`src/design/tpc_pkg.sv`:
```
// shared types and constants for the triangle plane clipper
// no dependencies
package tpc_pkg;

    localparam int FRAC_BITS = 16;
    localparam int NUM_ATTR  = 7;
    localparam int DIST_W    = 68;
    localparam int QDEPTH    = 2;

    typedef enum logic [2:0] {
        CFG_PX = 3'd0, CFG_PY = 3'd1, CFG_PZ = 3'd2,
        CFG_NX = 3'd3, CFG_NY = 3'd4, CFG_NZ = 3'd5
    } cfg_idx_t;

    typedef enum logic [1:0] {
        SLOT_0 = 2'd0, SLOT_1 = 2'd1, SLOT_2 = 2'd2, SLOT_X = 2'd3
    } slot_t;

    typedef logic signed [31:0] attr_t;
    typedef attr_t [NUM_ATTR-1:0] vattr_t;

    // classified triangle passed from front to back
    typedef struct packed {
        vattr_t [2:0]                   v;
        logic signed [2:0][DIST_W-1:0]  d;
        logic [31:0]                    color;
    } tri_t;

    typedef struct packed {
        logic [31:0] x, y, z, w, u, v, tw, color;
        logic [1:0]  corner;
        logic        tri_sel;
        logic        last;
    } res_t;

endpackage

```
`src/design/tpc_front.sv`:
```
// front: holds corners, computes plane distances over several cycles
// depends on tpc_pkg
module tpc_front import tpc_pkg::*; (
    input  logic        aclk,
    input  logic        aresetn,
    input  logic        cfg_we,
    input  logic [2:0]  cfg_index,
    input  logic [31:0] cfg_data,
    input  logic        in_valid,
    output logic        in_ready,
    input  vattr_t      in_attr,
    input  logic [31:0] in_color,
    input  logic [1:0]  in_slot,
    output logic        q_valid,
    input  logic        q_ready,
    output tri_t        q_data
);
    typedef enum logic [2:0] {
        F_IDLE = 3'b001, F_CALC = 3'b010, F_PUSH = 3'b100
    } fstate_t;

    logic signed [31:0] pp_reg [3];
    logic signed [31:0] pn_reg [3];
    vattr_t      held_reg [2];
    fstate_t     st_reg, st_next;
    logic [1:0]  held_count_reg;
    tri_t        tri_reg;
    logic [1:0]  vi_reg;   // vertex
    logic [1:0]  ax_reg;   // axis
    logic signed [32:0] diff_reg;
    logic signed [31:0] nrm_reg;
    logic        mul_v_reg;
    logic [1:0]  mvi_reg;
    logic signed [65:0] prod;

    assign in_ready = (st_reg == F_IDLE);
    assign q_valid  = (st_reg == F_PUSH);
    assign q_data   = tri_reg;
    assign prod     = nrm_reg * diff_reg;

    always_comb begin
        st_next = st_reg;
        case (st_reg)
            F_IDLE: if (in_valid && in_slot == SLOT_2) st_next = F_CALC;
            F_CALC: if (mul_v_reg && mvi_reg == 2'd2 && ax_reg == 2'd3) st_next = F_PUSH;
            F_PUSH: if (q_ready) st_next = F_IDLE;
            default: st_next = F_IDLE;
        endcase
    end

    always_ff @(posedge aclk) begin
        if (!aresetn) begin
            st_reg <= F_IDLE;
            held_count_reg <= 2'd0;
            pp_reg[0] <= '0; pp_reg[1] <= '0; pp_reg[2] <= '0;
            pn_reg[0] <= '0; pn_reg[1] <= '0; pn_reg[2] <= 32'sd65536;
            mul_v_reg <= 1'b0;
            vi_reg <= '0;
            ax_reg <= '0;
        end else begin
            st_reg <= st_next;
            if (cfg_we) begin
                case (cfg_index)
                    CFG_PX: pp_reg[0] <= cfg_data;
                    CFG_PY: pp_reg[1] <= cfg_data;
                    CFG_PZ: pp_reg[2] <= cfg_data;
                    CFG_NX: pn_reg[0] <= cfg_data;
                    CFG_NY: pn_reg[1] <= cfg_data;
                    CFG_NZ: pn_reg[2] <= cfg_data;
                    default: ;
                endcase
            end
            if (in_valid && in_ready) begin
                case (in_slot)
                    SLOT_0: held_count_reg <= 2'd1;
                    SLOT_1: held_count_reg <= 2'd2;
                    SLOT_2: held_count_reg <= 2'd0;
                    default: ;
                endcase
            end
            mul_v_reg <= 1'b0;
            if (st_reg == F_IDLE) begin
                vi_reg <= '0;
                ax_reg <= '0;
            end else if (st_reg == F_CALC && ax_reg != 2'd3) begin
                // one multiply per cycle, nine in all
                mul_v_reg <= 1'b1;
                if (ax_reg == 2'd2) begin
                    ax_reg <= (vi_reg == 2'd2) ? 2'd3 : 2'd0;
                    vi_reg <= vi_reg + 2'd1;
                end else begin
                    ax_reg <= ax_reg + 2'd1;
                end
            end
        end
    end

    always_ff @(posedge aclk) begin
        if (in_valid && in_ready) begin
            if (in_slot == SLOT_0) held_reg[0] <= in_attr;
            if (in_slot == SLOT_1) held_reg[1] <= in_attr;
            if (in_slot == SLOT_2) begin
                tri_reg.v[0]  <= held_reg[0];
                tri_reg.v[1]  <= held_reg[1];
                tri_reg.v[2]  <= in_attr;
                tri_reg.color <= in_color;
                tri_reg.d     <= '0;
            end
        end
        mvi_reg  <= vi_reg;
        diff_reg <= 33'(tri_reg.v[vi_reg][ax_reg]) - 33'(pp_reg[ax_reg]);
        nrm_reg  <= pn_reg[ax_reg];
        if (mul_v_reg)
            tri_reg.d[mvi_reg] <= tri_reg.d[mvi_reg] + DIST_W'(prod >>> 2);
    end

`ifndef ASSERT_OFF
    a_nopush_in_idle: assert property (@(posedge aclk) disable iff (!aresetn)
        q_valid |-> !in_ready) else $error("front accepts while pushing");
    a_push_hold: assert property (@(posedge aclk) disable iff (!aresetn)
        q_valid && !q_ready |=> q_valid && $stable(q_data))
        else $error("front changed queued triangle");
    a_count: assert property (@(posedge aclk) disable iff (!aresetn)
        held_count_reg != 2'd3) else $error("bad held count");
`endif
endmodule

```
`config.mk`:
```
export PLATFORM = sky130hd
export DESIGN_NAME = tpc_front
export DESIGN_NICKNAME = d
export VERILOG_FILES = /design/src/design/tpc_pkg.sv /design/src/design/tpc_front.sv
export SDC_FILE = /design/constraint.sdc
export NUM_CORES = 2
export LEC_CHECK = 0
export BUFFER_PORTS_ARGS = -buffer_cell sky130_fd_sc_hd__buf_2
export CORE_ASPECT_RATIO = 1.1
export CORE_MARGIN = 8
export CORE_UTILIZATION = 40
export DETAILED_ROUTE_END_ITERATION = 10
export GPL_ROUTABILITY_DRIVEN = 0
export MAX_ROUTING_LAYER = met4
export PLACE_DENSITY_LB_ADDON = 0.25
export SYNTH_ARGS = -nofsm -noshare
export SYNTH_HDL_FRONTEND = slang
export SYNTH_SLANG_ARGS = --single-unit
```
`constraint.sdc`:
```
create_clock -name aclk -period 61.9 [get_ports aclk]
set_input_delay 6.19 -clock aclk [delete_from_list [all_inputs] [get_ports aclk]]
set_output_delay 6.19 -clock aclk [all_outputs]
set_load 0.1 [all_outputs]
```
==> metrics.md <==
| Metric | Value |
|---|---|
| Critical path class | `flip-flop to flip-flop` |
| CP max stage delay | `1.12 ns` |
| Final Hold Viols | `0` |
| Area Growth Syn to Fin | `15.55%` |
| Initial Util | `0.4027` |
| Most common flop cell mapped by yosys | `edfxtp_1` |
| Area of the core | `241200 um^2` |
| Hold Crit Depth | `0` |
| DRT iter0 DRCs | `6784` |
| Final setup viols | `0` |
| Minimum clock period | `11.52 ns` |
| Crit. Startpoint | `nrm_reg[5]` |
| CTS tree | `built` |
| Fmax achieved | `86.82 MHz` |
| Die area | `258900 um^2` |
| Hold_sp | `held_reg[0][432]` |
| Clock latency on the worst-skew pair | `0.88 ns` |
| Clock buffer depth | `4` |
| Worst EP arrival | `12.25 ns` |
| Post-synth EDFFs | `1344` |
| Yosys reg bits | `1625` |
| Vias per Instance | `5.437` |
| Final wirelength | `349.2 mm` |
| Slew Limit Fails | `0` |
| Distinct cells, synth | `89` |
| Synth warn | `0` |
| Critical Path Start Type | `flip-flop` |
| Slew @ Worst Pin | `1.161 ns` |
| CTS root buffer | `clkbuf_16` |
| Path depth of the worst reg2reg path | `38` |
| DRC errors left | `0` |
| Gr ovfl total | `0` |
| Worst Skew | `0.1062 ns` |
| Top-level port count | `1208` |
| GRT Util Overall | `0.2694` |
| Period utilization | `0.1861` |
| Post-synthesis cell area | `97140 um^2` |
| Post-CTS Resized | `0` |
| FP Rows | `189` |
| Synth top area share | `0.4155` |
| Via count | `65851` |
| ANT nets after route | `0` |
| Slowest CP cell | `fa_1` |
| DP HPWL | `275.7 mm` |
| Slew HR | `0.2059` |
| Syn Nets | `9390` |
| Crit Path Max Fanout | `33` |
| Port buffer count | `1207` |
| CTS buffer count | `177` |
| Worst hold margin | `0.3472 ns` |
| WL per Instance | `28.83 um` |
| Worst reg2reg path startpoint | `nrm_reg[5]` |
| Syn Area/Cell | `12.63 um^2` |
| Gate Count Post-Synth | `7693` |
| # hold bufs at CTS | `0` |
| Endpoint class of the critical path | `flip-flop` |
| Clk slew on worst S/H paths | `0.06 ns` |
| Post-CTS Setup Repair Bufs | `0` |
| Layout cell share with drive strength beyond 1 | `0.1940` |
| Nets | `10476` |
| Max cap viols | `0` |
| RSZ-0062 raised after global routing | `no` |
| Setup total negative slack | `0 ns` |
| FF-to-FF setup slack | `50.38 ns` |
| Post-synth top area cell | `edfxtp_1` |
| Seq/Total Area, Yosys | `0.4734` |
| Pre-Repair DR Iteration Count | `6` |
| Max FFs per register | `908` |
| Worst Path Required | `62.64 ns` |
| Top cells by area, synth | `edfxtp_1 42%, fa_1 23%, dfxtp_1 5.8%, inv_1 4.1%, nand2_1 4.0%` |
| Worst R2R End | `q_data[166]` |
| Clock sinks | `1625` |
| Chip width | `485.9 um` |
| Hold Path End | `q_data[668]` |
| DIE HEIGHT | `532.9 um` |
| H-tree levels | `4` |
| Largest net degree at the start of global routing | `147` |
| Share of flip-flops with an asynchronous set or reset | `0` |
| Initial antenna violation count | `111` |
| Status | `completed` |
| Top cell by count, worst path | `fa_1` |
| First-pass GRT wire length | `490.4 mm` |
| Hold crit path type | `flip-flop to flip-flop` |
| Vias in the first global route | `66772` |
[final cells by class]
class                      count  area, um^2
fill                       21828      129000
sequential                  1625       46050
multi-input combinational   4620       45770
timing repair buffer        1296        6746
clock buffer                 222        4679
inverter                    1059        3975
tap                         3151        3943
clock inverter                89       959.7
antenna                       50       125.1
[cells by family (layout without fill, tap and decap cells)]
group,after synthesis,after routing,synth area share
adders and majority gates,1399,1399,0.2663
and+or+nand+nor,1886,1886,0.09110
DFF,1625,1625,0.4734
muxes,269,269,0.03988
buffers and inverters,1448,2666,0.05641
AOI/OAI and AO/OA,904,904,0.05836
xor gates and xnor gates,162,162,0.01461
other,0,50,0
[worst max-delay path by stage]
stage	endpoint	slack [ns]	cells past startpoint
global placement	q_data[98]	50.79	38
global route	q_data[166]	49.44	38
finish	q_data[166]	50.38	38
CTS	q_data[166]	50.40	38
detailed placement	q_data[98]	50.49	38
floorplan	held_reg[0][0]	31.12	1
[layout by cell type, fill, tap and decap left out, types with 23 or more instances in the layout]
cell,n
xnor2_1,112
nand3_1,32
a22o_1,23
o21ai_0,220
nor3_1,27
and2_1,486
buf_2,1207
mux4_2,94
a21oi_1,208
nand2_1,1037
diode_2,50
o22ai_1,172
ha_1,285
fa_1,1114
a21o_1,93
nor2_1,136
clkbuf_1,38
o21a_1,27
dfxtp_1,237
mux2i_1,171
clkinv_1,32
clkbuf_16,178
edfxtp_1,1344
xor2_1,50
buf_4,86
inv_1,1059
dfxtp_2,40
nand4_1,38
nand2b_1,35
o21bai_1,33
[critical path: cells and delay by family (launching register included)]
family / cells / cell delay [ns]
buffers and inverters: 6 / 1.05
adders and majority gates: 10 / 5.92
AOI/OAI and AO/OA: 11 / 2.15
and+or+nand+nor: 10 / 1.75
DFF: 1 / 0.32
xor gates and xnor gates: 1 / 0.20
[per-layer routing]
| layer | up-vias | track usage | wire length, um |
|---|---|---|---|
| met5 | - | - | 0 |
| met4 | 0 | 0.1269 | 20730 |
| met3 | 641 | 0.05253 | 30200 |
| met2 | 3273 | 0.4363 | 169600 |
| met1 | 34187 | 0.3263 | 128700 |
| li1 | 27750 | - | - |
[cell usage after synthesis (7+ instances only)]
library cell,instances
a21o_1,93
o21ai_0,224
buf_2,10
xnor2_1,112
dfxtp_1,281
nor2_1,138
or2_2,7
a211oi_1,21
buf_1,32
nand4_1,38
o211ai_1,8
o21ai_1,10
inv_1,1059
a22o_1,23
xor2_1,50
ha_1,285
fa_1,1114
o22ai_1,172
nand3_1,32
nor4_1,8
mux4_2,94
a31oi_1,16
and3_1,17
and2_1,486
edfxtp_1,1344
nand2_1,1038
nor3_1,27
nand2b_1,35
o21a_1,27
mux2i_1,171
o31ai_1,10
o21bai_1,33
nand3b_1,7
clkbuf_1,339
a21oi_1,208
nor2b_1,22
[metrics by stage]
| step | utilization | area [um^2] | setup slack [ns] | instances |
|---|---|---|---|---|
| after floorplan | - | 97140 | 31.12 | 7693 |
| after global placement | 0.4415 | 106500 | 50.79 | 11751 |
| after detailed placement | 0.4415 | 106500 | 50.49 | 11751 |
| after CTS | 0.4649 | 112100 | 50.40 | 12062 |
| after global routing | 0.4652 | 112200 | 49.44 | 12100 |
| final | 0.4654 | 112300 | 50.38 | 12112 |
Power is not shown: default switching activity piles up to over one toggle a cycle in this logic, so the estimate is an artifact.
