$ cat config.mk
export PLATFORM = sky130hd
export DESIGN_NAME = tpc_queue
export DESIGN_NICKNAME = d
export VERILOG_FILES = /design/src/design/tpc_pkg.sv /design/src/design/tpc_queue.sv
export SDC_FILE = /design/constraint.sdc
export NUM_CORES = 1
export LEC_CHECK = 0
export ABC_CLOCK_PERIOD_IN_PS = 49900
export BUFFER_PORTS_ARGS = -buffer_cell sky130_fd_sc_hd__buf_2
export CORE_AREA = 2 2 710 712
export DETAILED_ROUTE_END_ITERATION = 16
export DIE_AREA = 0 0 712 714
export PLACE_DENSITY = 0.3
export SYNTH_ARGS = -nofsm -noshare
export SYNTH_HDL_FRONTEND = slang
export SYNTH_SLANG_ARGS = --single-unit
$ cat constraint.sdc
create_clock -name aclk -period 49.9 [get_ports aclk]
set_input_delay 9.98 -clock aclk [delete_from_list [all_inputs] [get_ports aclk]]
set_output_delay 9.98 -clock aclk [all_outputs]
set_load 0.01 [all_outputs]
$ cat src/design/tpc_pkg.sv
// shared types and constants for the triangle plane clipper
// no dependencies
package tpc_pkg;

    localparam int FRAC_BITS = 16;
    localparam int NUM_ATTR  = 7;
    localparam int DIST_W    = 68;
    localparam int QDEPTH    = 2;

    typedef enum logic [2:0] {
        CFG_PX = 3'd0, CFG_PY = 3'd1, CFG_PZ = 3'd2,
        CFG_NX = 3'd3, CFG_NY = 3'd4, CFG_NZ = 3'd5
    } cfg_idx_t;

    typedef enum logic [1:0] {
        SLOT_0 = 2'd0, SLOT_1 = 2'd1, SLOT_2 = 2'd2, SLOT_X = 2'd3
    } slot_t;

    typedef logic signed [31:0] attr_t;
    typedef attr_t [NUM_ATTR-1:0] vattr_t;

    // classified triangle passed from front to back
    typedef struct packed {
        vattr_t [2:0]                   v;
        logic signed [2:0][DIST_W-1:0]  d;
        logic [31:0]                    color;
    } tri_t;

    typedef struct packed {
        logic [31:0] x, y, z, w, u, v, tw, color;
        logic [1:0]  corner;
        logic        tri_sel;
        logic        last;
    } res_t;

endpackage

$ cat src/design/tpc_queue.sv
// two-entry triangle queue between front and back
// depends on tpc_pkg
module tpc_queue import tpc_pkg::*; (
    input  logic aclk,
    input  logic aresetn,
    input  logic wr_valid,
    output logic wr_ready,
    input  tri_t wr_data,
    output logic rd_valid,
    input  logic rd_ready,
    output tri_t rd_data
);
    tri_t       mem_reg [QDEPTH];
    logic       wp_reg, rp_reg;
    logic [1:0] cnt_reg;
    logic       wr, rd;

    assign wr_ready = (cnt_reg != 2'(QDEPTH));
    assign rd_valid = (cnt_reg != 2'd0);
    assign rd_data  = mem_reg[rp_reg];
    assign wr = wr_valid && wr_ready;
    assign rd = rd_valid && rd_ready;

    always_ff @(posedge aclk) begin
        if (!aresetn) begin
            wp_reg <= 1'b0; rp_reg <= 1'b0; cnt_reg <= '0;
        end else begin
            if (wr) wp_reg <= ~wp_reg;
            if (rd) rp_reg <= ~rp_reg;
            cnt_reg <= cnt_reg + 2'(wr) - 2'(rd);
        end
    end

    always_ff @(posedge aclk) begin
        if (wr) mem_reg[wp_reg] <= wr_data;
    end

`ifndef ASSERT_OFF
    a_cnt: assert property (@(posedge aclk) disable iff (!aresetn)
        cnt_reg <= 2'(QDEPTH)) else $error("queue overflow");
    a_ptr: assert property (@(posedge aclk) disable iff (!aresetn)
        (cnt_reg == 2'd0 || cnt_reg == 2'(QDEPTH)) |-> wp_reg == rp_reg)
        else $error("queue pointers out of step");
    a_empty: assert property (@(posedge aclk) disable iff (!aresetn)
        $past(cnt_reg) == 2'd1 && $past(rd) && !$past(wr) |-> !rd_valid)
        else $error("queue empty state wrong");
`endif
endmodule

==> summary.txt, run 1 <==
Setup path
  • Arr. time, crit path: 5.27 ns
  • Crit path max fanout: 61
  • Startpoint Class: flop
  • Crit Path Category: reg -> out
  • Crit end category: primary output
  • Critical Path RT: 39.92 ns

Synth
  • Mean Syn Cell Area: 23.4 µm²
  • Post-synthesis register bit count: 1821
  • Post-synth top area share: 81.9%
  • Synthesized area: 0.0665 mm²
  • Largest family of logic cells by synthesized area: multiplexers
  • Yosys top cell by area: edfxtp_1
  • Synth Area in XOR/XNOR: 0.0395%
  • Sequential-to-total area share from yosys stat: 82.1%
  • Simple-gate share of the synthesized area: 0.0921%
  • Mux cell area share after synthesis: 16.5%
  • Syn_nets: 3763
  • Synth Area in Compound Gates: 0.0113%
  • Yosys warning total: 0
  • Adder-cell area share of the yosys netlist: 0.0376%
  • Synth Instances: 2849
  • Synth area leaders: edfxtp_1 82%, mux2_2 12%, mux2_4 4.5%
  • Distinct cell type count after synthesis: 19

STA
  • Worst Max-Slew Pin Slew: 1.16 ns
  • Post-route minimum period: 15.25 ns
  • Final setup viols: 0
  • Fin Setup TNS: 0 ns
  • Worst Skew: 0.0714 ns
  • Final Hold Vio Count: 0
  • Max Fclk: 65.6 MHz
  • RSZ-0062 raised after global routing: no
  • Final Slew Violations: 0
  • Hold WS: 0.526 ns
  • Tcrit/Tclk final: 30.6%
  • Slew margin rel.: 22.6%

Floorplan
  • Starting density of the core: 13.3%
  • Core area: 0.500 mm²
  • Io pins: 1822
  • Chip width: 712 µm
  • Row cnt: 260
  • Die Height: 714 µm
  • Die area: 0.508 mm²

Global routing
  • GRT overflow: 0
  • Vias in the first global route: 38700
  • First-pass GRT wire length: 431000 µm
  • Tot GR Track Use: 13.1%
  • Initial antenna violation count: 456
  • Largest net degree at the start of global routing: 132

Clocking
  • Hold-fix buffers at CTS: 0
  • Reg clk slew, reported paths: 0.06 ns
  • Max H-tree Level: 4
  • CTS root buf: clkbuf_16
  • Worst-Skew Late Latency: 0.96 ns
  • Maximum buffer depth of the clock tree: 4
  • Post-CTS resize count: 0
  • Clock Sinks: 1821
  • Post-CTS setup buffer count: 0
  • CTS tree: built
  • Cts bufs inserted: 234

Finish
  • Fin nets: 5766
  • Final core occ: 18.2%
  • Largest register FFs: 1816
  • Area grow syn2layout: 37.2%
  • FILL cells: 54300
  • Commonest non-fill, non-tap cell in the layout: buf_2
  • Most frequent cells in the layout: 1821 x buf_2, 1816 x edfxtp_1, 708 x mux2_2, 236 x clkbuf_16, 200 x mux2_4
  • Share of layout cells above drive strength 1: 61.7%

Pwr
  • Pwr dens: 52.7 mW/mm²
  • Net Sw Power: 1.50 mW
  • Pint: 3.31 mW
  • Clock power share: 34.1%
  • Peak VDD IR: 27.3 µV
  • Share of power burned in registers: 41.0%
  • Comb power frac: 24.9%
  • Sw Ratio: 31.2%
  • Leakage: 32.1 nW

Place
  • Post-DP HPWL: 281000 µm
  • Routability cong.: 0.886
  • Port Buffers: 1821

Drt
  • Drt pass-1 iters: 5
  • Routed WL per cell: 29.2 µm
  • Final wirelength: 346000 µm
  • Initial DRC Count: 2511
  • Vias: 37900
  • Via density: 3.20
  • Post-DRT Antenna Nets: 0
  • DR DRC count: 0

Flow run
  • Maxcap violations: 0

Min path
  • Worst hold path type: reg -> reg

Run status
  • Status: finished, final reports clean
[routing by layer]
metal | routed length, µm | GRT usage (%) | up-vias
met4 | 14400 | 4.05 | 142
li1 | - | - | 15700
met2 | 178000 | 24.0 | 2055
met5 | 946 | 0 | -
met1 | 116000 | 12.9 | 19000
met3 | 36600 | 6.21 | 1034
[through the flow]
step	setup slack, ns	instances	total power, mW	cell area [µm²]
floorplan	0.0943	2849	2.93	66500
global placement	35.48	11300	3.25	83600
detailed placement	35.35	11300	3.25	83600
CTS	34.30	11700	4.94	91000
global route	34.20	11800	5.04	91100
finish	34.65	11800	4.82	91300
[worst paths after layout]
check / endpoint / depth (start not counted) / startpoint / slack [ns]
max: rd_data[755] / 6 / flop / 34.65
min: wp_reg$_SDFFE_PN0N_ / 2 / wp_reg$_SDFFE_PN0N_ / 0.53
max reg2reg: mem_reg[1][692]$_DFFE_PP_ / 6 / cnt_reg[0]$_SDFF_PN0_ / 45.26
min reg2reg: wp_reg$_SDFFE_PN0N_ / 2 / wp_reg$_SDFFE_PN0N_ / 0.53
[synthesized netlist by cell type]
cell and count:
nor2_1 1, mux2_4 200, and2_1 2, or2_2 1, xnor2_1 3, edfxtp_1 1816
mux2i_1 1, buf_4 61, buf_2 17, mux2_2 708, and3_1 1, nand2b_1 2
nor2b_1 2, ha_1 2, buf_6 23, inv_1 1, dfxtp_1 5, nand2_1 2
o21a_1 1
[layout make-up]
cell class / instances / area, µm² / share of cell area [%]
Inverter: 1 / 3.75 / 0.00411
Antenna cell: 121 / 303 / 0.332
Clock buffer: 278 / 6060 / 6.64
Timing Repair Buffer: 1868 / 9490 / 10.4
Tap cell: 6681 / 8360 / 9.16
Sequential cell: 1821 / 54600 / 59.8
Clock inverter: 152 / 1320 / 1.45
Multi-Input combinational cell: 926 / 11100 / 12.2
[worst max-delay path, stage by stage (launching register included)]
cell and delay [ns]:
dfxtp_4 0.64, buf_4 0.62, buf_4 0.74, buf_4 0.82, buf_4 0.79, mux2_4 0.36
buf_2 0.14
[power by group through the flow]
stage,logic [mW],registers (mW),clock network (mW)
2_1_floorplan,0.628,2.30,0
3_3_place_gp,1.24,2.01,0
3_5_place_dp,1.24,2.01,0
4_1_cts,1.25,1.98,1.71
5_1_grt,1.28,1.99,1.76
6_report,1.20,1.98,1.64
[logic make-up (layout without fill, tap and decap cells)]
group                      count (synthesis)  in the layout
AOI/OAI and AO/OA                          1              1
buffers and inverters                    102           2299
xor gates and xnor gates                   3              3
DFF                                     1821           1821
muxes                                    909            909
and+or+nand+nor                           11             11
adders and majority gates                  2              2
other                                      0            121
Power figures use the tool's default switching activity.
==> run 2: changes to the inputs <==
Settings changed: ABC_CLOCK_PERIOD_IN_PS 49900 to 12300.
Clock period 49.9 ns to 12.3 ns, I/O delays scaled along.
==> run 2 against run 1 <==
  * Total power grew to 4.1 times the previous value
  * Critical path depth is 2 lower
  * Register-to-register slack worse by 37 ns
  * Wire length is 1.3% higher
  * Critical path type unchanged
  * Critical endpoint is now rd_data[470]
  * Highest routed layer unchanged
==> summary.txt, run 2 (synthesis gave the netlist of run 1 again) <==
Clocking
  • Post-CTS setup buffer count: 0
  • Reg clk slew, reported paths: 0.06 ns
  • Max H-tree Level: 4
  • Post-CTS resize count: 0
  • CTS tree: built
  • Hold-fix buffers at CTS: 0
  • Cts bufs inserted: 231
  • CTS root buf: clkbuf_16
  • Worst-Skew Late Latency: 0.95 ns
  • Clock Sinks: 1821
  • Maximum buffer depth of the clock tree: 4

Finish
  • Post-Layout Cell Count: 11800
  • Largest register FFs: 1816
  • Area grow syn2layout: 37.2%
  • Fin nets: 5752
  • FILL cells: 54400
  • Commonest non-fill, non-tap cell in the layout: buf_2
  • Share of layout cells above drive strength 1: 61.4%
  • Most frequent cells in the layout: 1821 x buf_2, 1816 x edfxtp_1, 708 x mux2_2, 233 x clkbuf_16, 200 x mux2_4

STA
  • Worst Skew: 0.0781 ns
  • Slew margin rel.: 5.40%
  • Post-route minimum period: 6.58 ns
  • Final Slew Violations: 0
  • Final WS setup: 5.72 ns
  • Tcrit/Tclk final: 53.5%
  • Worst Max-Slew Pin Slew: 1.42 ns
  • RSZ-0062 raised after global routing: no
  • Final setup viols: 0
  • Max Fclk: 152 MHz
  • Final Hold Vio Count: 0

Setup path
  • Reg2Reg Depth: 5
  • Startpoint Class: flop
  • Crit end category: primary output
  • Crit path max fanout: 98
  • Arr. time, crit path: 4.12 ns
  • Critical Path RT: 9.84 ns
  • Crit Path Category: reg -> out

Place
  • Routability cong.: 0.883
  • Post-DP HPWL: 281000 µm
  • Port Buffers: 1821
  • Placed insts: 11300
  • Setup WS pre-CTS: 6.48 ns

Flow run
  • Maxcap violations: 0

Drt
  • Routed WL per cell: 29.8 µm
  • Initial DRC Count: 2838
  • Via density: 3.23
  • Vias: 38100
  • DR DRC count: 0
  • Post-DRT Antenna Nets: 0
  • Drt pass-1 iters: 7
  • Final wirelength: 351000 µm

Floorplan
  • Die Height: 714 µm
  • Starting density of the core: 13.3%
  • Row cnt: 260
  • Core area: 0.500 mm²
  • Die area: 0.508 mm²
  • Io pins: 1822
  • Chip width: 712 µm

Pwr
  • Leakage: 32.1 nW
  • Pwr dens: 216 mW/mm²
  • Peak VDD IR: 121 µV

Global routing
  • First-pass GRT wire length: 435000 µm
  • Initial antenna violation count: 460
  • Largest net degree at the start of global routing: 131
  • Tot GR Track Use: 13.2%
  • GRT overflow: 0
  • Vias in the first global route: 38400

Run status
  • Status: finished, final reports clean

Min path
  • Depth of the worst hold-timing path: 2
  • Worst hold path type: reg -> reg
-- run 2: layout make-up --
cell class / instances / area (µm²) / share of cell area, %
inverter: 1 / 3.75 / 0.00411
multi-input combinational: 926 / 11100 / 12.2
sequential: 1821 / 54600 / 59.9
tap: 6681 / 8360 / 9.16
clock buffer: 288 / 6040 / 6.61
antenna: 77 / 193 / 0.211
clock inverter: 129 / 1290 / 1.42
timing repair buffer: 1857 / 9610 / 10.5
-- run 2: worst max-delay path, stage by stage (launching register included) --
cell     delay, ns
dfxtp_4       0.81
buf_12        0.60
buf_12        0.40
mux2_2        0.44
buf_2         0.14
-- run 2: metrics by stage --
step / utilization [%] / area, µm² / hold slack (ns) / setup TNS, ns / power [mW]
after floorplan: - / 66600 / 0.487 / -5005.48 / 11.1
after detailed placement: 16.7 / 83700 / 0.536 / 0 / 13.3
final: 18.2 / 91300 / 0.548 / 0 / 19.7
after global placement: 16.7 / 83700 / 0.522 / 0 / 13.3
after global routing: 18.2 / 91100 / 0.566 / 0 / 20.5
after CTS: 18.2 / 91100 / 0.545 / 0 / 20.1
-- run 2: routing by layer --
metal | share of wire (%) | track usage (%) | vias to the layer above | wire (µm)
met5 | 0.34 | 0 | - | 1200
met4 | 3.6 | 3.51 | 182 | 12700
met3 | 10 | 5.90 | 1036 | 35300
met2 | 50 | 23.8 | 2077 | 177000
met1 | 36 | 13.8 | 19200 | 125000
li1 | - | - | 15600 | -
-- run 2: final timing paths --
check / startpoint / endpoint / slack (ns)
setup reg to reg: cnt_reg[0]$_SDFF_PN0_ / mem_reg[0][764]$_DFFE_PP_ / 8.38
hold / removal: rp_reg$_SDFFE_PN0P_ / flop / 0.55
hold reg to reg: rp_reg$_SDFFE_PN0P_ / flop / 0.55
setup / recovery: flop / rd_data[470] / 5.72
-- run 2: power breakdown --
group	total, mW	internal (mW)	switching (mW)
Combinational	4.98	1.85	3.13
Sequential	8.01	7.81	0.206
Clock	6.68	3.90	2.78
Total	19.7	13.6	6.12
